--- src/rtl/core/otts_pkg.sv ---
// Shared types, codes and default sizes for the ordered task table.
package otts_pkg;

  // Field widths of the transaction payloads.
  localparam int REQ_W   = 2;
  localparam int INDEX_W = 7;
  localparam int TID_W   = 16;
  localparam int TLEN_W  = 16;
  localparam int STAT_W  = 2;
  localparam int COUNT_W = 7;
  localparam int TOTAL_W = 22;
  localparam int LARGE_W = 16;

  // Default sizes handed to the top level parameters.
  localparam int CAPACITY_DEF    = 64;
  localparam int LENGTH_BITS_DEF = 16;
  localparam int ID_BITS_DEF     = 16;

  // Request codes.
  localparam logic [REQ_W-1:0] REQ_APPEND  = 2'd0;
  localparam logic [REQ_W-1:0] REQ_INSERT  = 2'd1;
  localparam logic [REQ_W-1:0] REQ_DEL_POS = 2'd2;
  localparam logic [REQ_W-1:0] REQ_DEL_ID  = 2'd3;

  // Status codes.
  localparam logic [STAT_W-1:0] ST_OK      = 2'd0;
  localparam logic [STAT_W-1:0] ST_BAD_POS = 2'd1;
  localparam logic [STAT_W-1:0] ST_FULL    = 2'd2;
  localparam logic [STAT_W-1:0] ST_NO_ID   = 2'd3;

  // Operation broadcast to every cell of the row.
  typedef logic [1:0] cell_op_t;
  localparam cell_op_t OP_NONE    = 2'd0;
  localparam cell_op_t OP_INSERT  = 2'd1;
  localparam cell_op_t OP_DEL_POS = 2'd2;
  localparam cell_op_t OP_DEL_HIT = 2'd3;

  // Input transaction payload.
  typedef struct packed {
    logic [REQ_W-1:0]   req_type;
    logic [INDEX_W-1:0] entry_index;
    logic [TID_W-1:0]   task_id;
    logic [TLEN_W-1:0]  task_length;
  } in_item_t;

  // Result transaction payload.
  typedef struct packed {
    logic [STAT_W-1:0]  status;
    logic [COUNT_W-1:0] entry_count;
    logic [TOTAL_W-1:0] length_total;
    logic [LARGE_W-1:0] largest_length;
  } out_item_t;

endpackage

--- src/rtl/core/otts_cell.sv ---
// One table cell: holds one entry and carries the sum, max and match chains.
module otts_cell #(
  parameter int ID_BITS     = otts_pkg::ID_BITS_DEF,
  parameter int LENGTH_BITS = otts_pkg::LENGTH_BITS_DEF,
  parameter int SUM_W       = 22,
  parameter int IDX_W       = 6,
  parameter int INDEX       = 0
) (
  input  logic                   clk,
  input  logic                   rst_n,
  input  otts_pkg::cell_op_t     op_kind,
  input  logic [IDX_W-1:0]       op_pos,
  input  logic [ID_BITS-1:0]     new_id,
  input  logic [LENGTH_BITS-1:0] new_len,
  input  logic [ID_BITS-1:0]     key,
  input  logic                   lo_valid,
  input  logic [ID_BITS-1:0]     lo_id,
  input  logic [LENGTH_BITS-1:0] lo_len,
  input  logic                   hi_valid,
  input  logic [ID_BITS-1:0]     hi_id,
  input  logic [LENGTH_BITS-1:0] hi_len,
  input  logic [SUM_W-1:0]       chain_sum_in,
  input  logic [LENGTH_BITS-1:0] chain_max_in,
  input  logic                   chain_hit_in,
  output logic                   valid_o,
  output logic [ID_BITS-1:0]     id_o,
  output logic [LENGTH_BITS-1:0] len_o,
  output logic [SUM_W-1:0]       chain_sum_o,
  output logic [LENGTH_BITS-1:0] chain_max_o,
  output logic                   chain_hit_o
);

  localparam logic [IDX_W-1:0] MY_IDX = IDX_W'(INDEX);

  logic                   valid_r, valid_nxt;
  logic [ID_BITS-1:0]     id_r, id_nxt;
  logic [LENGTH_BITS-1:0] len_r, len_nxt;
  logic [SUM_W-1:0]       sum_r;
  logic [LENGTH_BITS-1:0] max_r;
  logic                   hit_r;
  logic [LENGTH_BITS-1:0] my_len;

  // Choose the next contents: hold, take a neighbor, or take the new entry.
  always_comb begin
    valid_nxt = valid_r;
    id_nxt    = id_r;
    len_nxt   = len_r;
    case (op_kind)
      otts_pkg::OP_INSERT: begin
        if (MY_IDX > op_pos) begin
          valid_nxt = lo_valid;
          id_nxt    = lo_id;
          len_nxt   = lo_len;
        end else if (MY_IDX == op_pos) begin
          valid_nxt = 1'b1;
          id_nxt    = new_id;
          len_nxt   = new_len;
        end
      end
      otts_pkg::OP_DEL_POS: begin
        if (MY_IDX >= op_pos) begin
          valid_nxt = hi_valid;
          id_nxt    = hi_id;
          len_nxt   = hi_len;
        end
      end
      otts_pkg::OP_DEL_HIT: begin
        if (hit_r) begin
          valid_nxt = hi_valid;
          id_nxt    = hi_id;
          len_nxt   = hi_len;
        end
      end
      default: begin
      end
    endcase
  end

  // Entry storage; only the valid bit needs a reset.
  always_ff @(posedge clk) begin
    if (!rst_n) begin
      valid_r <= 1'b0;
    end else begin
      valid_r <= valid_nxt;
    end
  end

  always_ff @(posedge clk) begin
    id_r  <= id_nxt;
    len_r <= len_nxt;
  end

  // Prefix chains: running sum, running max and "a match at or below here".
  assign my_len = valid_r ? len_r : '0;

  always_ff @(posedge clk) begin
    if (!rst_n) begin
      sum_r <= '0;
      max_r <= '0;
      hit_r <= 1'b0;
    end else begin
      sum_r <= chain_sum_in + SUM_W'(my_len);
      max_r <= (my_len > chain_max_in) ? my_len : chain_max_in;
      hit_r <= chain_hit_in | (valid_r && (id_r == key));
    end
  end

  assign valid_o     = valid_r;
  assign id_o        = id_r;
  assign len_o       = len_r;
  assign chain_sum_o = sum_r;
  assign chain_max_o = max_r;
  assign chain_hit_o = hit_r;

endmodule

--- config.mk ---
export PLATFORM = sky130hd
export DESIGN_NAME = otts_cell
export DESIGN_NICKNAME = d
export VERILOG_FILES = /design/src/rtl/core/otts_pkg.sv /design/src/rtl/core/otts_cell.sv
export SDC_FILE = /design/constraint.sdc
export NUM_CORES = 1
export LEC_CHECK = 0
export BUFFER_PORTS_ARGS = -buffer_cell sky130_fd_sc_hd__buf_4
export CAP_MARGIN = 10
export CELL_PAD_IN_SITES_DETAIL_PLACEMENT = 1
export CELL_PAD_IN_SITES_GLOBAL_PLACEMENT = 1
export CORE_AREA = 2 2 138 140
export CTS_BUF_LIST = sky130_fd_sc_hd__clkbuf_16
export DETAILED_ROUTE_END_ITERATION = 12
export DIE_AREA = 0 0 140 142
export HOLD_SLACK_MARGIN = 0.1
export PLACE_DENSITY_LB_ADDON = 0.1
export SYNTH_ARGS = -nofsm -noshare
export SYNTH_HDL_FRONTEND = slang
export SYNTH_SLANG_ARGS = --single-unit
--- constraint.sdc ---
create_clock -name clk -period 6.7 [get_ports clk]
set_input_delay 2.01 -clock clk [delete_from_list [all_inputs] [get_ports clk]]
set_output_delay 2.01 -clock clk [all_outputs]
set_load 0.02 [all_outputs]
**Yosys cells after proc, flatten, opt, wreduce, memory -nomap -nowiden**

Cells that the tools add are included.

- Reductions and logical operators: 4
- Magnitude comparators: 3
- Muxes and demuxes: 17
- Equal/unequal tests: 7
- Add/subtract/negate cells: 1
- Bitwise operators: 1

Operators with widths:

| cell | count |
|---|---|
| $mux 16 | 10 |
| $pmux 16 s3 | 2 |
| $add 22x16->22 | 1 |
| $eq 16x16->1 | 1 |
| $gt 16x16->1 | 1 |
| $ge 1x6->1 const A | 1 |
| $gt 1x6->1 const A | 1 |
| $logic_not 6->1 | 1 |
| $eq 2x2->1 const B | 2 |
| $mux 1 | 4 |
| $ne 2x2->1 const B | 2 |
| $reduce_and 4->1 | 1 |
| $ne 3x3->1 const B | 1 |
| $pmux 1 s3 | 1 |
| $reduce_bool 3->1 | 1 |
| $eq 2x1->1 const B | 1 |
| $logic_and 1x1->1 | 1 |
| $or 1x1->1 | 1 |

- Output and inout bits: 72
- Register bits: 72
- Word-level logic and storage cells: 39
- Bits of input ports: 163

**Depth between registers and ports, before layout**

- Depth in word-level cells: 4
- Depth in mapped cells: 16

**Worst setup path after synthesis**

Ideal clock, no wire load.

- Kind: in2reg
- Start point: input op_pos[3]
- End point: register id_r[0], in the netlist id_o[0], enable pin
- Setup slack: 1.530 ns
- Path buffers: 0
- Cell stages on the path: 3
- Arrival time: 4.702 ns
- Data required time: 6.232 ns
- Path through: nor4_1 -> nand2_1 -> o21ai_0

- Cells in the longest elaborated chain, start to end: 3
- Elaborated cells on any way between the ends: 6

Ends and longest elaborated chain:

| element | line | source |
|---|---|---|
| start: declaration | otts_cell.sv:12 | `input logic [IDX_W-1:0] op_pos,` |
| $gt 1x6->1, or another cell as far along | otts_cell.sv:50 | `if (MY_IDX > op_pos) begin` |
| $ne 3x3->1 (no source line) or $ne 2x2->1 (tied branches) | - |  |
| $reduce_and 4->1 (no source line) (*) | - |  |
| end signal: assignment | otts_cell.sv:89 | `id_r <= id_nxt;` |
| end: declaration | otts_cell.sv:36 | `logic [ID_BITS-1:0] id_r, id_nxt;` |

Mark *: on every way between the ends. The rest lies on a longest branch, timed or not.
A chain may end at the register's enable or synchronous reset.

**Worst setup path after layout**

- Start point: input chain_max_in[7]
- End point: register max_r[7], in the netlist chain_max_o[7]

- Cells in the longest elaborated chain, start to end: 2

Ends and longest elaborated chain:

| element | line | source |
|---|---|---|
| start: declaration | otts_cell.sv:23 | `input logic [LENGTH_BITS-1:0] chain_max_in,` |
| $gt 16x16->1 | otts_cell.sv:103 | `max_r <= (my_len > chain_max_in) ? my_len : chain_max_in;` |
| $mux 16 (*) | otts_cell.sv:103 |  |
| end signal: assignment | otts_cell.sv:103 |  |
| end: declaration | otts_cell.sv:39 | `logic [LENGTH_BITS-1:0] max_r;` |

Marked as above.

==> metrics.csv <==
stage,metric,value,unit
sta,clock.fmax,251,MHz
power_and_ir_drop,finalPower,1270,uW
grt,grt_use_total,16.4,%
cells_and_area,num_antenna_cells,0,
floorplan,die_x,140,um
clock_tree,ctsHoldBuffers,0,
grt,grt_antenna_before_repair,0,
clock_tree,clockBufferDepth,2,
sta,hold_viol,0,
yosys,netlist_area,0.00486,mm^2
placement,place_ws,2260,ps
power_and_ir_drop,vdd_ir_drop_max,0.112,mV
floorplan,ios,235,
yosys,syn-instance-count,519,
clock_tree,cts_buffers,9,
route,drt-pass1-iter-count,8,
placement,portBuffers,201,
cells_and_area,fin_util,36.8,%
worst_setup_path,critPathLaunchType,input pin,
yosys,synth_edf_count,32,
clock_tree,ctsHtreeMaxLevel,3,
route,drt-total-wl,16200,um
grt,grt_pass1_wl,25600,um
hold_path,min-delay-path-class,register to register,
worst_setup_path,worstPathRequired,6950,ps
clock_tree,post_cts_buffers,0,
status,violations,design-rule violations,
yosys,synth.most_common_cell,nand2_1,
yosys,synthesis.nets,700,
route,routedWlPerCell,17.3,um
sta,finalSetupTns,0,ps
cells_and_area,layout.cells.non_filler,937,
placement,gp_congestion,0.808,
route,routed-via-count,4534,
yosys,synth_top_area_cell,edfxtp_1,
worst_setup_path,crit_path_end_kind,register,
sta,setup_ws,2710,ps
floorplan,core-area,0.0185,mm^2
yosys,ys_warn_count,0,
grt,grt_max_degree,68,
clock_tree,clock-sinks,72,
clock_tree,cts.reportedPaths.clkPinSlew,60,ps
sta,finalSetupViolCount,0,
yosys,ys_ff_latch,72,
cells_and_area,area_growth,39.8,%
clock_tree,cts_tree,yes,
sta,slew_viol_final,0,
grt,grt-ovfl-total,0,
yosys,synth_area_leaders,"edfxtp_1 20%, dfxtp_1 16%, mux2_2 7.4%",
sta,tightestPinTransition,1070,ps
floorplan,start_util,26.4,%
floorplan,die_h,142,um
worst_setup_path,critical_path_class,input pin to register,
power_and_ir_drop,power_leakage,0.00303,uW
yosys,ys_top_cells_by_count,"61 x nand2_1, 40 x dfxtp_1, 32 x edfxtp_1, 32 x mux2_2, 26 x a21oi_1",
cells_and_area,drive_above_1_share,38.0,%
route,ant_nets,0,
grt,grt_pass1_vias,4838,
floorplan,fp-row-count,50,
clock_tree,cts_resized,0,
sta,rsz0062_at_grt,false,
sta,post-route-min-period,3990,ps
status,outcome,"finished, violations left",
sta,post-route-period-util,59.5,%
floorplan,die-area,0.0199,mm^2
worst_setup_path,arrival,4240,ps
yosys,synth_area_per_cell,9.37,um^2
sta,skew,8.36,ps
power_and_ir_drop,p_per_area,186,mW/mm^2
clock_tree,cts-root-buf,clkbuf_16,
sta,max-slew-margin-rel,28.2,%
route,drtIter0Drc,204,
yosys,ys_types,71,
worst_setup_path,crit_fanout,16,
yosys,synth_top_cell_area_share,19.8,%
route,viasPerCell,4.84,
route,drc,5,
placement,place_inst,921,
yosys,synth_seq_area_share,36.2,%
cells_and_area,final_nets,879,
clock_tree,insertion_delay,340,ps
yosys,synthArstFlopShare,0,%
placement,dp_hpwl,12700,um
run,drv_cap,0,
yosys,ys.flop_type,dfxtp_1,
## sequential cells by signal, summed over array words and instances (netlist names)
register / flops
chain_sum_o: 22
chain_max_o: 16
id_o: 16
len_o: 16
chain_hit_o: 1
valid_o: 1
## metal layers
layer | share of wire (%) | wire length, um | global-route usage (%)
met3 | 7.4 | 1210 | 5.18
met1 | 44 | 7070 | 19.8
met2 | 48 | 7710 | 28.1
met5 | 0 | 0 | 0
met4 | 1.4 | 227 | 4.89
## power breakdown
group | switching (uW) | internal (uW)
Clock | 204 | 324
Sequential | 12.1 | 481
Combinational | 120 | 126
## area by class of cell
type | count | area [um^2]
Fill cell | 2139 | 11700
Multi-Input combinational cell | 388 | 2820
Tap cell | 234 | 293
Timing Repair Buffer | 202 | 1520
Clock inverter | 7 | 90.1
Inverter | 25 | 93.8
Clock buffer | 9 | 225
Sequential cell | 72 | 1760
## worst max-delay path: stages
cell	delay (ps)
buf_4	90
inv_1	30
ha_1	270
o221ai_1	210
nor3_4	330
o2111ai_1	270
o21ai_4	700
mux2i_1	320
## cells by family (layout without fill, tap and decap cells)
| family | Yosys count | count (layout) | synth area share, % |
|---|---|---|---|
| DFF | 72 | 72 | 36.2 |
| buffers and inverters | 59 | 243 | 6.04 |
| adders and majority gates | 22 | 22 | 5.53 |
| and+or+nand+nor | 169 | 169 | 18.1 |
| muxes | 53 | 53 | 11.7 |
| xor gates and xnor gates | 34 | 34 | 6.12 |
| AOI/OAI and AO/OA | 110 | 110 | 16.3 |
## layout by cell type (no fill, tap or decap), drive strengths merged, types with 18 or more instances in the layout
cell / count
inv: 27
nor2: 23
edfxtp: 32
and2: 21
ha: 18
xnor2: 19
buf: 202
o21ai: 18
dfxtp: 40
a21oi: 27
mux2i: 21
mux2: 32
nand2: 61
## worst paths after layout
| kind | from | cells after the start | slack, ps | end |
|---|---|---|---|---|
| setup / recovery | chain_max_in[7] | 8 | 2710 | chain_max_o[7] |
| setup reg to reg | valid_o | 8 | 3260 | chain_max_o[7] |
| hold / removal | len_o[0] | 4 | 750 | chain_max_o[0] |
| hold reg to reg | len_o[0] | 4 | 750 | chain_max_o[0] |
## metrics by stage
stage,hold WS (ps),cell area [um^2]
6_report,746,6800
3_5_place_dp,749,6480
2_1_floorplan,752,4860
4_1_cts,759,6800
5_1_grt,810,6800
3_3_place_gp,706,6480
Power figures use the tool's default switching activity.
